[src/rtl/dual_tap_feedback_delay_assert.svh]
// Assertion macros shared by the delay block's RTL files.
// Each macro expects signals named clk and rst_n in the including module.
`ifndef DUAL_TAP_FEEDBACK_DELAY_ASSERT_SVH
`define DUAL_TAP_FEEDBACK_DELAY_ASSERT_SVH
`ifndef SYNTH
`define DTFD_ASSERT_IMP(label, ante, cons) \
  label: assert property (@(posedge clk) disable iff (!rst_n) (ante) |-> (cons)) \
    else $error("dtfd implication check failed");
`define DTFD_ASSERT_NXT(label, ante, cons) \
  label: assert property (@(posedge clk) disable iff (!rst_n) (ante) |=> (cons)) \
    else $error("dtfd next-cycle check failed");
`define DTFD_ASSERT_NEVER(label, cond) \
  label: assert property (@(posedge clk) disable iff (!rst_n) !(cond)) \
    else $error("dtfd forbidden condition seen");
`else
`define DTFD_ASSERT_IMP(label, ante, cons)
`define DTFD_ASSERT_NXT(label, ante, cons)
`define DTFD_ASSERT_NEVER(label, cond)
`endif
`endif

[src/rtl/dtfd_pkg.sv]
// Package for the dual-tap feedback delay: fixed field widths, register
// codes, reset values and the structs passed between its modules.
package dtfd_pkg;

  localparam int NUM_CH     = 2;
  localparam int DELAY_W    = 24;
  localparam int FRAC_W     = 8;
  localparam int FB_W       = 15;
  localparam int MIX_W      = 16;
  localparam int CFG_IDX_W  = 2;
  localparam int CFG_DATA_W = 24;

  localparam logic [FB_W-1:0]    FB_MAX      = 15'd31129;
  localparam logic [MIX_W-1:0]   MIX_ONE     = 16'd32768;
  localparam logic [DELAY_W-1:0] DELAY_A_RST = 24'd3072000;
  localparam logic [DELAY_W-1:0] DELAY_B_RST = 24'd4608000;
  localparam logic [FB_W-1:0]    FB_RST      = 15'd9830;
  localparam logic [MIX_W-1:0]   MIX_RST     = 16'd11469;

  typedef enum logic [CFG_IDX_W-1:0] {
    REG_DELAY_A  = 2'd0,
    REG_DELAY_B  = 2'd1,
    REG_FEEDBACK = 2'd2,
    REG_WET_MIX  = 2'd3
  } cfg_reg_t;

  // Per-frame tap control worked out by the front end
  typedef struct packed {
    logic [FRAC_W-1:0] frac_a;
    logic [FRAC_W-1:0] frac_b;
    logic              vld_a0;
    logic              vld_a1;
    logic              vld_b0;
    logic              vld_b1;
    logic [FB_W-1:0]   fb;
    logic [MIX_W-1:0]  mix;
  } tap_ctl_t;

  localparam int TAP_CTL_W = $bits(tap_ctl_t);

  typedef struct packed {
    logic empty;
    logic full;
    logic afull;
  } fifo_stat_t;

endpackage

[src/rtl/dtfd_fifo.sv]
// Small register FIFO used for the job queue and the result queue.
// Depends on dtfd_pkg (status struct) and the assertion macro header.
`include "dual_tap_feedback_delay_assert.svh"
module dtfd_fifo #(
  parameter int DEPTH = 2,
  parameter int WIDTH = 8
) (
  input  logic                 clk,
  input  logic                 rst_n,
  input  logic                 push_i,
  input  logic [WIDTH-1:0]     din_i,
  input  logic                 pop_i,
  output logic [WIDTH-1:0]     dout_o,
  output dtfd_pkg::fifo_stat_t stat_o
);
  import dtfd_pkg::*;

  localparam int PTR_W = $clog2(DEPTH);
  localparam int CNT_W = $clog2(DEPTH + 1);

  logic [WIDTH-1:0] mem_r [DEPTH];
  logic [PTR_W-1:0] wr_ptr_r, wr_ptr_nxt;
  logic [PTR_W-1:0] rd_ptr_r, rd_ptr_nxt;
  logic [CNT_W-1:0] cnt_r, cnt_nxt;
  logic             wr_en, rd_en;

  assign stat_o.empty = (cnt_r == '0);
  assign stat_o.full  = (cnt_r == CNT_W'(DEPTH));
  assign stat_o.afull = (cnt_r >= CNT_W'(DEPTH - 1));

  assign wr_en  = push_i && !stat_o.full;
  assign rd_en  = pop_i && !stat_o.empty;
  assign dout_o = mem_r[rd_ptr_r];

  always_comb begin
    wr_ptr_nxt = wr_en ? wr_ptr_r + PTR_W'(1) : wr_ptr_r;
    rd_ptr_nxt = rd_en ? rd_ptr_r + PTR_W'(1) : rd_ptr_r;
    cnt_nxt    = cnt_r;
    if (wr_en && !rd_en) begin
      cnt_nxt = cnt_r + CNT_W'(1);
    end else if (rd_en && !wr_en) begin
      cnt_nxt = cnt_r - CNT_W'(1);
    end
  end

  always_ff @(posedge clk) begin
    if (!rst_n) begin
      wr_ptr_r <= '0;
      rd_ptr_r <= '0;
      cnt_r    <= '0;
    end else begin
      wr_ptr_r <= wr_ptr_nxt;
      rd_ptr_r <= rd_ptr_nxt;
      cnt_r    <= cnt_nxt;
    end
  end

  always_ff @(posedge clk) begin
    if (wr_en) begin
      mem_r[wr_ptr_r] <= din_i;
    end
  end

  `DTFD_ASSERT_NEVER(a_fifo_cnt_bound, cnt_r > CNT_W'(DEPTH))
  `DTFD_ASSERT_NXT(a_fifo_push_fills, wr_en && !rd_en, !stat_o.empty)

endmodule

[config.mk]
export PLATFORM = sky130hd
export DESIGN_NAME = dtfd_fifo
export DESIGN_NICKNAME = d
export VERILOG_FILES = /design/src/rtl/dtfd_pkg.sv /design/src/rtl/dtfd_fifo.sv
export VERILOG_INCLUDE_DIRS = /design/src /design/src/rtl
export SDC_FILE = /design/constraint.sdc
export NUM_CORES = 1
export LEC_CHECK = 0
export ABC_AREA = 1
export BUFFER_PORTS_ARGS = -buffer_cell sky130_fd_sc_hd__buf_2
export CAP_MARGIN = 20
export CORE_MARGIN = 8
export CORE_UTILIZATION = 53
export DETAILED_ROUTE_END_ITERATION = 8
export GPL_ROUTABILITY_DRIVEN = 1
export PLACE_DENSITY = 0.91
export SYNTH_ARGS = -nofsm -noshare
export SYNTH_HDL_FRONTEND = slang
export SYNTH_SLANG_ARGS = --single-unit
export TNS_END_PERCENT = 50
[constraint.sdc]
create_clock -name clk -period 2.05 [get_ports clk]
set_input_delay 0.41 -clock clk [delete_from_list [all_inputs] [get_ports clk]]
set_output_delay 0.41 -clock clk [all_outputs]
set_load 0.1 [all_outputs]
# Word-level counts from Yosys, hierarchy flattened
# Memory sizes are Yosys's and may differ from the RTL's. A register that Yosys moved wholly into a read port is not among the register bits.
# Index checks and enable logic that the tools add are counted.
dict set report word_totals {
  register_bits 4
  ramBits 16
  wordCells 26
  n_memories 1
}
# memory words width read_ports rd_ports_with_merged_regs write_ports line_no
set memory_table {}
lappend memory_table {mem_r 2 8 1 1 1 dtfd_fifo.sv:21} ;# logic [WIDTH-1:0] mem_r [DEPTH];
dict set report op_classes {
  n_addsub 4
  magnitude_cmp 1
  n_eq_ne 1
  muxes 6
  reduce_logical 10
}
# op count
set op_table {}
lappend op_table {{1-bit logical AND} 4}
lappend op_table {{1-bit logical NOT} 4}
lappend op_table {{1-bit two-way mux} 4}
lappend op_table {{2-bit two-way mux} 2}
lappend op_table {{1-bit adder, second input constant} 2}
lappend op_table {{2-bit by 1-bit adder with 2-bit output, second input constant} 1}
lappend op_table {{2-bit == test, second input constant} 1}
lappend op_table {{2-bit by 1-bit greater-or-equal comparator with 1-bit output, second input constant} 1}
lappend op_table {{2-bit logical NOT} 1}
lappend op_table {{2-bit nonzero test} 1}
lappend op_table {{2-bit by 1-bit subtractor with 2-bit output, second input constant} 1}

# Longest topological paths before layout
dict set report depth {
  ltp_word 7
  depth_mapped 11
  depth_no_buf 11
}

# Least setup slack after synthesis
# Ideal clock, no wire load.
dict set report synth_timing {
  path_type {reg2out}
  from {register (tool-made name)}
  to {output port dout_o[1]}
  arrival_ns 2.589
  setup_slack_ns -0.949
  path_stages_with_launch 3
  path_buffers 1
  cell_sequence {dfxtp_1 buf_6 o21ai_0}
}
# element line_no
set synth_lines {}
lappend synth_lines {{to (decl)} dtfd_fifo.sv:13} ;# output logic [WIDTH-1:0] dout_o,

==> summary.md <==
| Metric | Value |
|---|---|
| Status | `complete, no violations` |
| Drt pass-1 iters | `4` |
| GRT busiest layer | `met2` |
| Mapped Nets | `98` |
| Post-synthesis mux area share | `0%` |
| Mapped Area | `870 sq um` |
| Area contributors post-synth | `edfxtp_1, dfxtp_1, inv_1, nand2_1, ha_1` |
| Mapped Cells | `82` |
| Synth area leader | `edfxtp_1` |
| Max Buffers Root-to-Sink | `2` |
| Area grow syn2layout | `17.8%` |
| Synth top area share | `55.3%` |
| # DRC | `0` |
| Worst reg2reg setup slack | `570 ps` |
| Reg-to-reg critical path startpoint | `cnt_r[0]$_SDFFE_PN0P_` |
| Simple logic cell fraction of the synthesized area | `11.2%` |
| Initial antenna violation count | `0` |
| Largest family of logic cells by synthesized area | `simple AND/OR/NAND/NOR gates` |
| Crit path max fanout | `4` |
| Non-Filler Instances | `124` |
| Crit. End Element | `primary output` |
| Wire per inst | `12.0 microns` |
| Initial DRC Count | `6` |
| Overall Global Routing Usage | `9.37%` |
| Vias post-DR | `604` |
| Period utilization | `88.7%` |
| Most common flop cell mapped by yosys | `edfxtp_1` |
| Max cap viols | `0` |
| CP max stage delay | `410 ps` |
| Routability cong. | `0.684` |
| CP max-delay cell | `buf_2` |
| Cell variety after synth | `10` |
| Fin crit period | `1820 ps` |
| Adder and majority gate portion of the synthesized area | `5.76%` |
| Buffers and inverters on the worst path | `3` |
| Final worst slack | `231 ps` |
| CTS tree | `built` |
| Worst r2r dst | `cnt_r[1]$_SDFFE_PN0P_` |
| Async S/R FF share, synth | `0%` |
| Crit-path leading delay family | `buffers and inverters` |
| Layout cell share with drive strength beyond 1 | `25.9%` |
| Seq/Total Area, Yosys | `66.8%` |
| Worst endpoint required time | `1640 ps` |
| Hold EP | `mem_r[1][1]$_DFFE_PP_` |
| Worst min path class | `input pin to flop` |
| Die height | `56.5 microns` |
| Slew headroom | `67.6%` |
| Worst Setup Path Type | `flop to primary output` |
| Synth top cells by count | `inv_1, nand2_1, edfxtp_1` |
| Routing usage on met2 | `17.2%` |
| DR vias/cell | `4.87` |
| Synth Register Bits | `21` |
| TNS Setup | `0 ps` |
| Compound-gate portion of the synthesized area | `6.33%` |
| # setup viols final | `0` |
| Syn avg cell area | `10.6 sq um` |
| Dpl ws | `399 ps` |
| Detailed placement HPWL | `1200 microns` |
| Met3 Use GR | `4.04%` |
| Max Slew Vio Count | `0` |
| F_max | `550 MHz` |
| Die area | `0.00319 sq mm` |
| Initial Util | `57.1%` |
| H-tree Lvls | `1` |
| Hold Violations, Final | `0` |
| Worst-margin pin slew | `490 ps` |
| Grt met1 use | `8.96%` |
| Global-route wire length before repair | `2440 microns` |
| Ys Warns | `0` |
| Worst r2r path cells | `10` |
| Total CTS buffers | `3` |
| Top-count cell post-synth | `inv_1` |
| Crit path DAT | `1410 ps` |
| DIE WIDTH | `56.5 microns` |
| Core Area | `0.00152 sq mm` |
| Unrepaired setup endpoints after global routing | `no` |
| I/O Buffers | `22` |
| Num ports | `23` |
| Post-synth EDFFs | `16` |
| Crit-path cells | `inv_1 > ha_1 > inv_1 > buf_2` |
| Vias in the first global route | `605` |
| Largest net degree at the start of global routing | `17` |
| N_diodes | `0` |
| Post-CTS Setup Bufs | `0` |
| Worst skew pair latency | `290 ps` |
| WP depth | `4` |
| Min-Delay Path Depth | `1` |
| Post-Route WL | `1490 microns` |
| Final nets | `125` |
| Placed cell count | `120` |
| Xor and xnor area share after synthesis | `0%` |
| Final antenna-violating net count | `0` |
| Hold Startpoint | `din_i[1]` |
| Worst Clk Skew | `3.77 ps` |
| GRT overflow | `0` |
| FP Rows | `14` |
| CTS clock-pin slew for the worst setup and hold paths | `110 ps` |
| Clk sinks | `21` |
| Crit path launch type | `flop` |
| Crit path top cell by count | `inv_1` |
| Root Driver | `clkbuf_4` |
| # hold bufs at CTS | `0` |
-- per-layer routing --
| layer | wire, microns | vias up |
|---|---|---|
| met5 | 0 | - |
| met3 | 134 | 2 |
| met2 | 739 | 27 |
| li1 | - | 310 |
| met4 | 16 | 0 |
| met1 | 601 | 265 |
-- timing repair --
action | CTS | global route
endpoints found under the setup margin | 0 | 8
hold endpoints to repair | 0 | 0
gates resized for setup | 0 | 1
-- area by class of cell --
cell class	instances	area [sq um]
Multi-Input combinational cell	40	203
Clock inverter	1	5.00
Timing Repair Buffer	23	118
Inverter	20	75.1
Tap cell	16	20.0
Fill cell	128	499
Sequential cell	21	582
Clock buffer	3	22.5
-- worst max-delay path by stage --
stage	start	endpoint	slack (ps)
6_report	cnt_r[0]$_SDFFE_PN0P_	stat_o[0]	230
5_1_grt	flop	dout_o[1]	140
4_1_cts	flop	dout_o[6]	60
3_5_place_dp	flop	dout_o[6]	400
3_3_place_gp	flop	dout_o[3]	430
2_1_floorplan	flop	dout_o[1]	-210
-- kinds of logic (layout without fill, tap and decap cells) --
| group | after synthesis | in the layout |
|---|---|---|
| compound gates | 11 | 11 |
| fa+ha+maj | 4 | 4 |
| buf+inv | 21 | 47 |
| flops | 21 | 21 |
| simple gates | 25 | 25 |
-- flip-flops by register name, summed over array words and instances (netlist names), named ones only --
| register | flops |
|---|---|
| rd_ptr_r | 1 |
| wr_ptr_r | 1 |
| cnt_r | 2 |
| mem_r | 16 |
-- cells in the final DEF (no fill, tap or decap) --
cell,netlist,routed
a21oi_1,3,3
clkinv_2,0,1
nor2_1,5,5
dfxtp_2,0,1
nand2_1,17,17
edfxtp_1,16,16
buf_4,0,1
inv_1,20,20
clkbuf_4,0,3
o21ai_1,0,8
nand3_1,3,3
buf_2,0,22
dfxtp_1,5,4
ha_1,4,4
-- per-stage QoR --
step	utilization [%]	hold WS, ps	area, sq um
2_1_floorplan	-	440	870
3_3_place_gp	65.4	450	996
3_5_place_dp	65.4	469	996
4_1_cts	67.2	288	1020
5_1_grt	67.2	274	1020
6_report	67.2	295	1020
Power is left out: the tool's default activity adds up to more than one toggle a clock period on the data nets, which glitch-free logic cannot reach.
