### config.mk
export PLATFORM = sky130hd
export DESIGN_NAME = dtfd_front
export DESIGN_NICKNAME = d
export VERILOG_FILES = /design/src/rtl/dual_tap_feedback_delay_assert.svh /design/src/rtl/dtfd_pkg.sv /design/src/rtl/dtfd_front.sv
export SDC_FILE = /design/constraint.sdc
export NUM_CORES = 1
export LEC_CHECK = 0
export BUFFER_PORTS_ARGS = -buffer_cell sky130_fd_sc_hd__buf_2
export CAP_MARGIN = 0
export CORE_MARGIN = 5
export CORE_UTILIZATION = 30
export CTS_CLUSTER_SIZE = 16
export DETAILED_ROUTE_END_ITERATION = 16
export GPL_ROUTABILITY_DRIVEN = 0
export PLACE_DENSITY_LB_ADDON = 0.2
export SETUP_SLACK_MARGIN = 0.1
export SLEW_MARGIN = 15
export SYNTH_ARGS = -nofsm -noshare
export SYNTH_HDL_FRONTEND = slang
export SYNTH_SLANG_ARGS = --single-unit
### constraint.sdc
create_clock -name clk -period 8.4 [get_ports clk]
set_clock_uncertainty 0.2 [all_clocks]
set_input_delay 2.1 -clock clk [delete_from_list [all_inputs] [get_ports clk]]
set_output_delay 2.1 -clock clk [all_outputs]
set_load 0.01 [all_outputs]
### src/rtl/dual_tap_feedback_delay_assert.svh
// Assertion macros shared by the delay block's RTL files.
// Each macro expects signals named clk and rst_n in the including module.
`ifndef DUAL_TAP_FEEDBACK_DELAY_ASSERT_SVH
`define DUAL_TAP_FEEDBACK_DELAY_ASSERT_SVH
`ifndef SYNTH
`define DTFD_ASSERT_IMP(label, ante, cons) \
  label: assert property (@(posedge clk) disable iff (!rst_n) (ante) |-> (cons)) \
    else $error("dtfd implication check failed");
`define DTFD_ASSERT_NXT(label, ante, cons) \
  label: assert property (@(posedge clk) disable iff (!rst_n) (ante) |=> (cons)) \
    else $error("dtfd next-cycle check failed");
`define DTFD_ASSERT_NEVER(label, cond) \
  label: assert property (@(posedge clk) disable iff (!rst_n) !(cond)) \
    else $error("dtfd forbidden condition seen");
`else
`define DTFD_ASSERT_IMP(label, ante, cons)
`define DTFD_ASSERT_NXT(label, ante, cons)
`define DTFD_ASSERT_NEVER(label, cond)
`endif
`endif

### src/rtl/dtfd_pkg.sv
// Package for the dual-tap feedback delay: fixed field widths, register
// codes, reset values and the structs passed between its modules.
package dtfd_pkg;

  localparam int NUM_CH     = 2;
  localparam int DELAY_W    = 24;
  localparam int FRAC_W     = 8;
  localparam int FB_W       = 15;
  localparam int MIX_W      = 16;
  localparam int CFG_IDX_W  = 2;
  localparam int CFG_DATA_W = 24;

  localparam logic [FB_W-1:0]    FB_MAX      = 15'd31129;
  localparam logic [MIX_W-1:0]   MIX_ONE     = 16'd32768;
  localparam logic [DELAY_W-1:0] DELAY_A_RST = 24'd3072000;
  localparam logic [DELAY_W-1:0] DELAY_B_RST = 24'd4608000;
  localparam logic [FB_W-1:0]    FB_RST      = 15'd9830;
  localparam logic [MIX_W-1:0]   MIX_RST     = 16'd11469;

  typedef enum logic [CFG_IDX_W-1:0] {
    REG_DELAY_A  = 2'd0,
    REG_DELAY_B  = 2'd1,
    REG_FEEDBACK = 2'd2,
    REG_WET_MIX  = 2'd3
  } cfg_reg_t;

  // Per-frame tap control worked out by the front end
  typedef struct packed {
    logic [FRAC_W-1:0] frac_a;
    logic [FRAC_W-1:0] frac_b;
    logic              vld_a0;
    logic              vld_a1;
    logic              vld_b0;
    logic              vld_b1;
    logic [FB_W-1:0]   fb;
    logic [MIX_W-1:0]  mix;
  } tap_ctl_t;

  localparam int TAP_CTL_W = $bits(tap_ctl_t);

  typedef struct packed {
    logic empty;
    logic full;
    logic afull;
  } fifo_stat_t;

endpackage

### src/rtl/dtfd_front.sv
// Front end: config registers, input acceptance, write pointer and tap
// address / fill-validity classification. Depends on dtfd_pkg.
module dtfd_front #(
  parameter int AW = 16,
  parameter int SB = 24
) (
  input  logic                                  clk,
  input  logic                                  rst_n,
  input  logic                                  cfg_valid_i,
  input  logic [dtfd_pkg::CFG_IDX_W-1:0]        cfg_index_i,
  input  logic [dtfd_pkg::CFG_DATA_W-1:0]       cfg_data_i,
  input  logic                                  push_i,
  input  logic [SB-1:0]                         sample_left_i,
  input  logic [SB-1:0]                         sample_right_i,
  input  dtfd_pkg::fifo_stat_t                  job_stat_i,
  output logic                                  job_push_o,
  output logic [dtfd_pkg::NUM_CH-1:0][SB-1:0]   job_x_o,
  output logic [AW-1:0]                         job_wp_o,
  output logic [AW-1:0]                         job_ia0_o,
  output logic [AW-1:0]                         job_ia1_o,
  output logic [AW-1:0]                         job_ib0_o,
  output logic [AW-1:0]                         job_ib1_o,
  output dtfd_pkg::tap_ctl_t                    job_ctl_o
);
  import dtfd_pkg::*;

  localparam int PW = AW + FRAC_W;
  localparam int EW = (PW > DELAY_W) ? PW : DELAY_W;

  logic [DELAY_W-1:0] delay_a_r, delay_a_nxt;
  logic [DELAY_W-1:0] delay_b_r, delay_b_nxt;
  logic [FB_W-1:0]    fb_r, fb_nxt;
  logic [MIX_W-1:0]   mix_r, mix_nxt;
  logic [AW-1:0]      wp_r, wp_nxt;
  logic               wrap_r, wrap_nxt;

  logic [EW-1:0]      pos_a_full, pos_b_full;
  logic [PW-1:0]      pos_a, pos_b;
  logic               accept;

  always_comb begin
    delay_a_nxt = delay_a_r;
    delay_b_nxt = delay_b_r;
    fb_nxt      = fb_r;
    mix_nxt     = mix_r;
    if (cfg_valid_i) begin
      unique case (cfg_reg_t'(cfg_index_i))
        REG_DELAY_A:  delay_a_nxt = cfg_data_i[DELAY_W-1:0];
        REG_DELAY_B:  delay_b_nxt = cfg_data_i[DELAY_W-1:0];
        REG_FEEDBACK: fb_nxt      = cfg_data_i[FB_W-1:0];
        REG_WET_MIX:  mix_nxt     = cfg_data_i[MIX_W-1:0];
        default: ;
      endcase
    end
  end

  assign accept     = push_i && !job_stat_i.full;
  assign job_push_o = accept;

  // Write pointer moves once per frame; wrap flag marks every entry written
  always_comb begin
    wp_nxt   = wp_r;
    wrap_nxt = wrap_r;
    if (accept) begin
      wp_nxt   = wp_r + AW'(1);
      wrap_nxt = wrap_r | (wp_r == '1);
    end
  end

  always_ff @(posedge clk) begin
    if (!rst_n) begin
      delay_a_r <= DELAY_A_RST;
      delay_b_r <= DELAY_B_RST;
      fb_r      <= FB_RST;
      mix_r     <= MIX_RST;
      wp_r      <= '0;
      wrap_r    <= 1'b0;
    end else begin
      delay_a_r <= delay_a_nxt;
      delay_b_r <= delay_b_nxt;
      fb_r      <= fb_nxt;
      mix_r     <= mix_nxt;
      wp_r      <= wp_nxt;
      wrap_r    <= wrap_nxt;
    end
  end

  // Read position in 16.8 form, taken modulo the line length
  assign pos_a_full = EW'({wp_r, {FRAC_W{1'b0}}}) - EW'(delay_a_r);
  assign pos_b_full = EW'({wp_r, {FRAC_W{1'b0}}}) - EW'(delay_b_r);
  assign pos_a      = pos_a_full[PW-1:0];
  assign pos_b      = pos_b_full[PW-1:0];

  assign job_x_o[0] = sample_left_i;
  assign job_x_o[1] = sample_right_i;
  assign job_wp_o   = wp_r;
  assign job_ia0_o  = pos_a[PW-1:FRAC_W];
  assign job_ia1_o  = pos_a[PW-1:FRAC_W] + AW'(1);
  assign job_ib0_o  = pos_b[PW-1:FRAC_W];
  assign job_ib1_o  = pos_b[PW-1:FRAC_W] + AW'(1);

  // Entries not yet written since reset read as zero
  always_comb begin
    job_ctl_o.frac_a = pos_a[FRAC_W-1:0];
    job_ctl_o.frac_b = pos_b[FRAC_W-1:0];
    job_ctl_o.vld_a0 = wrap_r || (job_ia0_o < wp_r);
    job_ctl_o.vld_a1 = wrap_r || (job_ia1_o < wp_r);
    job_ctl_o.vld_b0 = wrap_r || (job_ib0_o < wp_r);
    job_ctl_o.vld_b1 = wrap_r || (job_ib1_o < wp_r);
    job_ctl_o.fb     = (fb_r > FB_MAX) ? FB_MAX : fb_r;
    job_ctl_o.mix    = (mix_r > MIX_ONE) ? MIX_ONE : mix_r;
  end

endmodule

After elaboration in Yosys (flattened, before gate mapping)
Index checks and enable logic that the tools add are counted.
{"block": "totals", "inputBits": 81, "out_inout_bits": 180, "ff_bits": 96}
{"block": "classes", "bitwise": 1, "n_mux": 2, "n_reduce_logical": 11, "n_eq_ne": 4, "order_cmp": 6, "add_sub_neg": 5}
{"operator": "16-bit less-than comparator", "count": 4}
{"operator": "16-bit by 1-bit adder with 16-bit output, second input constant", "count": 3}
{"operator": "24-bit subtractor", "count": 2}
{"operator": "16-bit equality test, second input constant", "count": 1}
{"operator": "16-bit > comparator, second input constant", "count": 1}
{"operator": "16-bit 2-to-1 mux", "count": 1}
{"operator": "15-bit > comparator, second input constant", "count": 1}
{"operator": "15-bit 2-to-1 mux", "count": 1}
{"operator": "2-bit AND reduction", "count": 4}
{"operator": "2-bit equality test, second input constant", "count": 2}
{"operator": "1-bit logical OR", "count": 4}
{"operator": "2-bit by 1-bit equality test with 1-bit output, second input constant", "count": 1}
{"operator": "2-bit logical NOT", "count": 1}
{"operator": "1-bit logical AND", "count": 1}
{"operator": "1-bit logical NOT", "count": 1}
{"operator": "1-bit OR", "count": 1}

Longest topological paths before layout
Gate-level depths: netlist of run 1.
{"block": "logic_depth", "ltp_word": 4, "mapped_depth": 20}

Worst setup path before layout of run 1
OpenSTA, ideal clock, no wires.
{"block": "synth_timing", "path_type": "register to output", "start": "register wp_r[2], in the netlist job_wp_o[2]", "end": "output job_ctl_o[33] in the netlist's numbering", "path_slack_ps": 2035, "path_buffers": 1, "stages_incl_launch_ff": 20, "t_arrival_ps": 4065, "cell_sequence": "dfxtp_1 ha_1 clkbuf_1 and3_1 a221oi_2 nand2_1 xor2_2 nand2_1 or3_1 nor2_1 xor2_1 ha_1 a21o_1 a21o_1 a21oi_1 o21bai_1 a21o_1 nand3_1 a21oi_1 a21oi_1"}
{"element": "start, declared", "line": "dtfd_front.sv:34", "text": "logic [AW-1:0] wp_r, wp_nxt;"}
{"element": "start signal, assigned", "line": "dtfd_front.sv:83", "text": "wp_r <= wp_nxt;"}
{"element": "end, declared", "line": "dtfd_front.sv:23", "text": "output dtfd_pkg::tap_ctl_t job_ctl_o"}

==> flow_summary.toml, run 1 <==
[floorplan]
die_h_um = 176
start_util_pct = 30.1
rows = 61
coreArea_um2 = 27600
die-area_um2 = 31100
die_w_um = 176
io-pin-count = 261

[synth]
synth_seq_cells = 96
syn_avg_cell_area_um2 = 7.68
synth_top_cell_area_share_pct = 23.1
synth_async_sr_flop_share_pct = 0
syn_area_um2 = 8300
ys_warn_count = 0
synth_cell_types = 69
synth-main-ff-cell = "dfxtp_1"
synth_enable_flop_cells = 0
synth_seq_area_share_pct = 23.1
synth.area.top_cells = "dfxtp_1 23%, ha_1 14%, nand2_1 7.9%, xnor2_1 5.3%, a21boi_0 4.9%"
syn_nets = 1257
yosysTopAreaCell = "dfxtp_1"
synthCells = 1081

[clocking]
numCtsBuffers = 9
post_cts_buffers = 0
cts_hold_repair.buffers = 0
cts_root_buf = "clkbuf_16"
ctsResizeCount = 0
worstSkewPairLatency_ns = 0.35
numClockSinks = 96
path_clk_slew_ns = 0.08
htree_levels = 3
clockBufferDepth = 2
cts_tree = "built"

[grt]
grt_pass1_wl_um = 40300
grt-ovfl-total = 0
grt.total_usage_pct = 16.2
antenna_found_initial = 2
grt_max_degree = 97
first_global_vias = 7317

[final_layout]
finalNonFillerCells = 1546
multi_input_area_um2 = 5560
drive_above_1_share_pct = 17.1
n_fill_cell = 2995
syn_to_final_growth_pct = 13.1
insertedDiodeCount = 0
seqCellArea_um2 = 1920
final_nets = 1339

[routing]
drt_iter0_drc = 381
postRouteAntennaNets = 0
wire_per_inst_um = 16.7
vias = 7581
drt-pass1-iter-count = 5
avgViaCountPerCell = 4.90
totalWireLength_um = 25800
drc_errors = 0

[worst_setup_path]
path_buf_inv = 1
cp.arrival_ns = 4.90
path_cells = "ha_1 > a21o_1 > a21oi_1 > o21ai_0 > xnor2_1 > nand3_1 > nor3_1 > nand3_1 > xnor2_1 > ha_1 > a21o_1 > a21oi_1 > o21bai_1 > a21o_1 > nand3_1 > a21oi_1 > a21oi_1 > buf_2"
slowest_delay_ns = 0.66
critPathMaxFanout = 6
crit_slowest_cell = "nor3_1"
worstPathRequired_ns = 6.10
cp_common_cell = "a21oi_1"
crit_type = "flip-flop to output pin"
start_kind = "flip-flop"
path_delay_family = "compound AO/OA/AOI/OAI gates"
setup.worst_path.end_class = "output pin"

[worst_hold_path]
hp-class = "flip-flop to flip-flop"

[status]
status = "finished, final reports clean"

[sta]
setup_viol = 0
hold_viol_final = 0
period_needed_ns = 7.20
slew_viol_final = 0
worst_pin_slew_ns = 1.08
fmax_mhz = 139
rsz0062_at_grt = "false"
slew_headroom_pct = 27.8
setup_tns_ns = 0
finalCritPeriodShare_pct = 85.7

[placed_design]
place_inst = 1530
post-dp-hpwl_um = 20400
place.port_buffers = 162

[power]
irDropWorstVdd_uv = 119
power_density_nw_per_um2 = 146
p_leak_nw = 4.02

[job]
cap_violations = 0
==> cells in the final DEF, fill, tap and decap left out, types with 5 or more instances in the layout <==
cell | netlist | layout
nand2_1 | 175 | 175
buf_2 | 1 | 161
dfxtp_1 | 96 | 96
ha_1 | 95 | 95
inv_1 | 76 | 76
a21oi_1 | 55 | 55
a21boi_0 | 54 | 54
xnor2_1 | 50 | 50
nand3_1 | 41 | 41
nor2_1 | 35 | 35
a21o_1 | 31 | 31
nor2b_1 | 24 | 24
xor2_1 | 24 | 24
nand4_1 | 24 | 24
o21ai_0 | 21 | 21
and2_1 | 21 | 21
o211ai_1 | 20 | 20
nor3_1 | 18 | 18
nor4_1 | 12 | 12
and3_1 | 11 | 11
clkbuf_16 | 0 | 9
a31oi_1 | 8 | 8
nand2b_1 | 8 | 8
o31ai_1 | 5 | 5
nor3b_1 | 6 | 5
a41oi_1 | 5 | 5
o21a_1 | 5 | 5
==> per-stage QoR <==
step / hold slack [ns] / area (µm²) / power, W / worst slack, ns / utilization (%)
2_1_floorplan: 0.238 / 8300 / 0.000808 / 2.03 / -
3_3_place_gp: 0.255 / 9070 / 0.000946 / 1.61 / 32.9
3_5_place_dp: 0.260 / 9070 / 0.000951 / 1.56 / 32.9
4_1_cts: 0.271 / 9390 / 0.00139 / 1.14 / 34.1
5_1_grt: 0.294 / 9390 / 0.00146 / 0.782 / 34.1
6_report: 0.266 / 9390 / 0.00137 / 1.20 / 34.1
==> flip-flops by register name (all words and copies together), names as in the netlist <==
register	cells
wrap_r	1
job_wp_o	16
mix_r	16
delay_a_r	24
delay_b_r	24
fb_r	15
==> synth_stat cells (3+ instances only) <==
cell type	n
a21o_1	31
nand4_1	24
a21oi_1	55
inv_1	76
o31a_1	3
dfxtp_1	96
o21a_1	5
nand3_1	41
ha_1	95
and4_1	4
and4b_1	3
nand2b_1	8
nor2b_1	24
nand3b_1	4
o211ai_1	20
or2_2	4
o21bai_1	4
and3_1	11
nor3_1	18
o21ai_0	21
nor2_1	35
or3_1	4
buf_4	50
and2_1	21
nand2_1	175
nor3b_1	6
a41oi_1	5
a31oi_1	8
xor2_1	24
a211oi_1	4
nor4_1	12
o31ai_1	5
a21boi_0	54
clkbuf_1	42
xnor2_1	50
==> cells by family after synthesis <==
family                     Yosys count  synth area share [%]
AOI/OAI and AO/OA                  233                  19.6
xor gates and xnor gates            75                  8.00
adders and majority gates           95                  14.3
buffers and inverters              170                  9.96
DFF                                 96                  23.1
muxes                                2                 0.256
and+or+nand+nor                    410                  24.7
==> cell type report <==
| type | instances | share of cell area, % |
|---|---|---|
| clock buffer | 9 | 2.40 |
| clock inverter | 7 | 0.946 |
| inverter | 76 | 3.04 |
| multi-input combinational | 815 | 59.2 |
| sequential | 96 | 20.5 |
| tap | 378 | 5.04 |
| timing repair buffer | 165 | 8.90 |
==> layer usage <==
layer,track usage (%),vias up,share of wire (%)
met5,0,-,0.10
li1,-,3880,-
met1,23.4,3519,50
met3,2.42,14,4.4
met2,25.8,164,45
met4,3.16,4,0.78
==> path summary, 6_finish.rpt <==
kind,start,end,slack (ns),cells past startpoint
max,job_wp_o[1],job_ctl_o[33],1.20,18
min,delay_a_r[12],delay_a_r[12],0.27,2
max reg2reg,job_wp_o[0],job_wp_o[14],5.92,8
min reg2reg,delay_a_r[12],delay_a_r[12],0.27,2
==> power breakdown <==
| group | switching [W] | internal, W | leakage [nW] |
|---|---|---|---|
| combinational | 0.000270 | 0.000182 | 3.09 |
| clock | 0.000218 | 0.000215 | 0.153 |
| sequential | 0.0000123 | 0.000470 | 0.782 |
==> worst min-delay path: stages (launching register included) <==
cell and delay, ns:
dfxtp_1 0.31, nand2_1 0.05, a21boi_0 0.06
Note: power is estimated with default switching activity, not from simulation.
==> run 2, diff against run 1 <==
--- a/config.mk
+++ b/config.mk
@@ -9,10 +9,11 @@
 export CAP_MARGIN = 0
 export CORE_MARGIN = 5
 export CORE_UTILIZATION = 30
+export CTS_BUF_LIST = sky130_fd_sc_hd__clkbuf_4
 export CTS_CLUSTER_SIZE = 16
 export DETAILED_ROUTE_END_ITERATION = 16
 export GPL_ROUTABILITY_DRIVEN = 0
-export PLACE_DENSITY_LB_ADDON = 0.2
+export PLACE_DENSITY_LB_ADDON = 0.15
 export SETUP_SLACK_MARGIN = 0.1
 export SLEW_MARGIN = 15
 export SYNTH_ARGS = -nofsm -noshare
==> run 2 against run 1 <==
Wire length increased by 2.1%; sequential share of layout area is 0.31 points higher; design area shrank 1.5%; register-to-register slack is essentially flat; fmax is 3.3% lower; non-clock buffer count is 2 higher; combinational power is essentially flat; via count increased by 0.62%; clock power decreased by 33%; setup slack lost 0.25 ns; largest cell class unchanged.
==> flow_summary.toml, run 2 (synthesis gave the netlist of run 1 again) <==
[final_layout]
final_cell_mix = "175 x nand2_1, 162 x buf_2, 96 x dfxtp_1, 95 x ha_1, 76 x inv_1"
drive_above_1_share_pct = 17.3
reg.largest.list = "delay_a_r: 24 flops, delay_b_r: 24 flops"
final_common_cell = "nand2_1"
syn_to_final_growth_pct = 11.4
insertedDiodeCount = 0
n_fill_cell = 3021
final_nets = 1341
final_util_pct = 33.6

[worst_setup_path]
setup.worst_path.end_class = "output pin"
cp_common_cell = "a21oi_1"
r2r_slack_ns = 5.91
cp.arrival_ns = 5.15
slowest_delay_ns = 0.70
reg2reg_depth = 8
crit_slowest_cell = "nor3_1"
path_buf_inv = 1
worstPathRequired_ns = 6.10
crit_type = "flip-flop to output pin"
start_kind = "flip-flop"
r2r_end = "job_wp_o[14]"
path_cells = "ha_1 > a21o_1 > a21oi_1 > o21ai_0 > xnor2_1 > nand3_1 > nor3_1 > nand3_1 > xnor2_1 > ha_1 > a21o_1 > a21oi_1 > o21bai_1 > a21o_1 > nand3_1 > a21oi_1 > a21oi_1 > buf_2"
path_delay_family = "compound AO/OA/AOI/OAI gates"
rr_startpoint = "job_wp_o[0]"
critPathMaxFanout = 6

[floorplan]
die-area_um2 = 31100
die_h_um = 176
io-pin-count = 261
start_util_pct = 30.1
rows = 61
coreArea_um2 = 27600
die_w_um = 176

[routing]
drt_iter0_drc = 270
totalWireLength_um = 26300
drt-pass1-iter-count = 5
vias = 7628
avgViaCountPerCell = 4.93
postRouteAntennaNets = 0
drc_errors = 0
wire_per_inst_um = 17.0

[sta]
worst_pin_slew_ns = 1.09
slew_viol_final = 0
slew_headroom_pct = 27.4
setup_viol = 0
setup_tns_ns = 0
hold-worst-slack_ns = 0.276
fmax_mhz = 134
hold_viol_final = 0
rsz0062_at_grt = "false"
finalCritPeriodShare_pct = 88.7
period_needed_ns = 7.45
timing.final.ws_setup_ns = 0.950

[clocking]
cts_tree = "built"
ctsResizeCount = 0
htree_levels = 3
clockBufferDepth = 2
post_cts_buffers = 0
worstSkewPairLatency_ns = 0.49
path_clk_slew_ns = 0.19
cts_hold_repair.buffers = 0
numClockSinks = 96
cts_root_buf = "clkbuf_4"
numCtsBuffers = 9

[grt]
first_global_vias = 7525
grt-ovfl-total = 0
use_met1_pct = 23.8
grt_max_degree = 97
gr-max-usage-layer = "met2"
antenna_found_initial = 3
grt_use_met2_pct = 27.2
grt_pass1_wl_um = 42000
grt.total_usage_pct = 16.8
gr-usage-met3_pct = 2.53

[worst_hold_path]
min_from = "fb_r[0]"
hold_path_depth = 2
whs_endpoint = "fb_r[0]"
hp-class = "flip-flop to flip-flop"

[power]
power_density_nw_per_um2 = 133
total_power_w = 0.00123
irDropWorstVdd_uv = 81.3
p_leak_nw = 3.97

[placed_design]
post-dp-hpwl_um = 20900
place.port_buffers = 162
dp_slack_ns = 1.47

[job]
cap_violations = 0

[status]
status = "finished, final reports clean"
run 2: worst max-delay path by stage:
stage / startpoint / end / slack [ns] / cells after the start
final: job_wp_o[1] / job_ctl_o[33] / 0.95 / 18
after global routing: job_wp_o[1] / job_ctl_o[33] / 0.49 / 18
after CTS: job_wp_o[1] / job_ctl_o[33] / 0.85 / 18
after detailed placement: job_wp_o[1] / job_ctl_o[33] / 1.47 / 18
after global placement: job_wp_o[1] / job_ctl_o[33] / 1.50 / 18
after floorplan: job_wp_o[2] / job_ctl_o[33] / 2.03 / 19
run 2: layout make-up:
class / count / area, µm² / share of cell area (%)
inverter: 76 / 285 / 3.08
multi-input combinational: 815 / 5560 / 60.1
tap: 378 / 473 / 5.11
sequential: 96 / 1920 / 20.8
clock inverter: 7 / 95.1 / 1.03
timing repair buffer: 167 / 848 / 9.17
clock buffer: 9 / 67.6 / 0.730
run 2: tightest hold or removal path: cells and delay by family, from the launching register on:
kind / cells / cell delay [ns]
compound gates: 1 / 0.06
simple gates: 1 / 0.05
flops: 1 / 0.34
run 2: layer usage:
layer	part of all wire (%)	wire (µm)
met1	50	13100
met2	45	11700
met3	4.7	1230
met4	0.93	244
met5	0.13	34
run 2: stage by stage:
step           area (µm²)  std cells
3_5_place_dp         9090       1532
5_1_grt              9250       1548
2_1_floorplan        8300       1081
3_3_place_gp         9090       1532
4_1_cts              9250       1548
6_report             9250       1548
run 2: report_power, final:
part | switching (W) | internal [W]
clock | 0.000190 | 0.000101
combinational | 0.000272 | 0.000183
sequential | 0.0000127 | 0.000471
==> run 3, diff against run 2 <==
--- a/config.mk
+++ b/config.mk
@@ -14,6 +14,7 @@
 export DETAILED_ROUTE_END_ITERATION = 16
 export GPL_ROUTABILITY_DRIVEN = 0
 export PLACE_DENSITY_LB_ADDON = 0.15
+export RECOVER_POWER = 50
 export SETUP_SLACK_MARGIN = 0.1
 export SLEW_MARGIN = 15
 export SYNTH_ARGS = -nofsm -noshare
==> run 3 against run 2 <==
The run now ends with capacitance limit, slew limit left; cell count stayed put; global-route usage stayed put; fmax increased by 0.11%; wire length down 0.13%; critical path type unchanged; highest routed layer unchanged.
==> flow_summary.toml, run 3 (synthesis gave the netlist of run 1 again) <==
[sta]
rsz0062_at_grt = "false"
setup_viol = 0
hold_viol_final = 0
hold-worst-slack_ns = 0.277
finalCritPeriodShare_pct = 88.6
worst_pin_slew_ns = 3.83
timing.final.ws_setup_ns = 0.959
slew_headroom_pct = -155
period_needed_ns = 7.44
fmax_mhz = 134
slew_viol_final = 97
setup_tns_ns = 0

[final_layout]
reg.largest.list = "delay_a_r: 24 flops, delay_b_r: 24 flops"
final_nets = 1341
final_common_cell = "nand2_1"
syn_to_final_growth_pct = 10.7
final_cell_mix = "175 x nand2_1, 124 x buf_2, 96 x dfxtp_1, 95 x ha_1, 76 x inv_1"
insertedDiodeCount = 0
drive_above_1_share_pct = 13.8

[clocking]
worstSkewPairLatency_ns = 0.49
cts_hold_repair.buffers = 0
htree_levels = 3
clockBufferDepth = 2
numClockSinks = 96
ctsResizeCount = 0
cts_tree = "built"
post_cts_buffers = 0
numCtsBuffers = 9
path_clk_slew_ns = 0.19
cts_root_buf = "clkbuf_4"

[grt]
grt-ovfl-total = 0
first_global_vias = 7525
grt_max_degree = 97
grt.total_usage_pct = 16.8
grt_pass1_wl_um = 42000
antenna_found_initial = 3

[routing]
drt-pass1-iter-count = 5
vias = 7598
postRouteAntennaNets = 0
wl_met2_um = 11600
top_layer_used = "met5"
wl_met3_um = 1310
totalWireLength_um = 26300
wl_met1_um = 13000
avgViaCountPerCell = 4.91
drc_errors = 0
wire_per_inst_um = 17.0
drt_iter0_drc = 272

[status]
status = "complete, but fails checks"
violations = "capacitance limit, slew limit"

[worst_setup_path]
start_kind = "flip-flop"
crit_type = "flip-flop to output pin"
critPathMaxFanout = 6
r2r_slack_ns = 5.89
setup.worst_path.end_class = "output pin"
cp.arrival_ns = 5.14
worstPathRequired_ns = 6.10

[placed_design]
post-dp-hpwl_um = 20900
place.port_buffers = 162
dp_slack_ns = 1.47

[floorplan]
die_h_um = 176
die-area_um2 = 31100
io-pin-count = 261
die_w_um = 176
rows = 61
start_util_pct = 30.1
coreArea_um2 = 27600

[worst_hold_path]
hp-class = "flip-flop to flip-flop"

[power]
irDropWorstVdd_uv = 81.4
power_density_nw_per_um2 = 134
p_leak_nw = 3.81

[job]
cap_violations = 1
==> run 3: cell count changes in the layout (fill, tap and decap cells not counted), sizes merged <==
| cell | delta |
|---|---|
| buf | -41 |
| clkbuf | +41 |
==> run 3: report_power, final <==
part	leakage (nW)	total (W)	internal, W	switching [W]
Sequential	0.782	0.000484	0.000471	0.0000127
Combinational	2.94	0.000454	0.000182	0.000272
Clock	0.0881	0.000290	0.000101	0.000189
Total	3.81	0.00123	0.000754	0.000474
==> run 3: cell type report <==
type | instances | area [µm²]
Fill cell | 3026 | 18400
Multi-Input combinational cell | 815 | 5560
Sequential cell | 96 | 1920
Timing Repair Buffer | 167 | 790
Tap cell | 378 | 473
Inverter | 76 | 285
Clock inverter | 7 | 95.1
Clock buffer | 9 | 67.6
==> run 3: final timing paths <==
check                start       endpoint  depth (start not counted)
max reg2reg    job_wp_o[0]   job_wp_o[14]                          8
max            job_wp_o[1]  job_ctl_o[33]                         18
min reg2reg  delay_b_r[15]  delay_b_r[15]                          2
min          delay_b_r[15]  delay_b_r[15]                          2
==> run 3: stage by stage <==
| stage | instance area, µm² | utilization [%] | total power [W] | cells |
|---|---|---|---|---|
| finish | 9190 | 33.4 | 0.00123 | 1548 |
| global route | 9190 | 33.4 | 0.00132 | 1548 |
| CTS | 9250 | 33.6 | 0.00125 | 1548 |
| detailed placement | 9090 | 33.0 | 0.000953 | 1532 |
| global placement | 9090 | 33.0 | 0.000950 | 1532 |
| floorplan | 8300 | - | 0.000808 | 1081 |
==> run 3: worst max-delay path, stage by stage, from the launching register on <==
cell      delay (ns)
dfxtp_1         0.51
ha_1            0.31
a21o_1          0.26
a21oi_1         0.23
o21ai_0         0.14
xnor2_1         0.53
nand3_1         0.33
nor3_1          0.71
nand3_1         0.18
xnor2_1         0.23
ha_1            0.28
a21o_1          0.16
a21oi_1         0.14
o21bai_1        0.08
a21o_1          0.17
nand3_1         0.07
a21oi_1         0.06
a21oi_1         0.13
buf_2           0.15
==> run 3: metal layers <==
layer  GRT usage, %  vias to the layer above
met5              0                        -
li1               -                     3879
met2           27.2                      187
met4           3.51                        6
met1           23.8                     3499
met3           2.53                       27
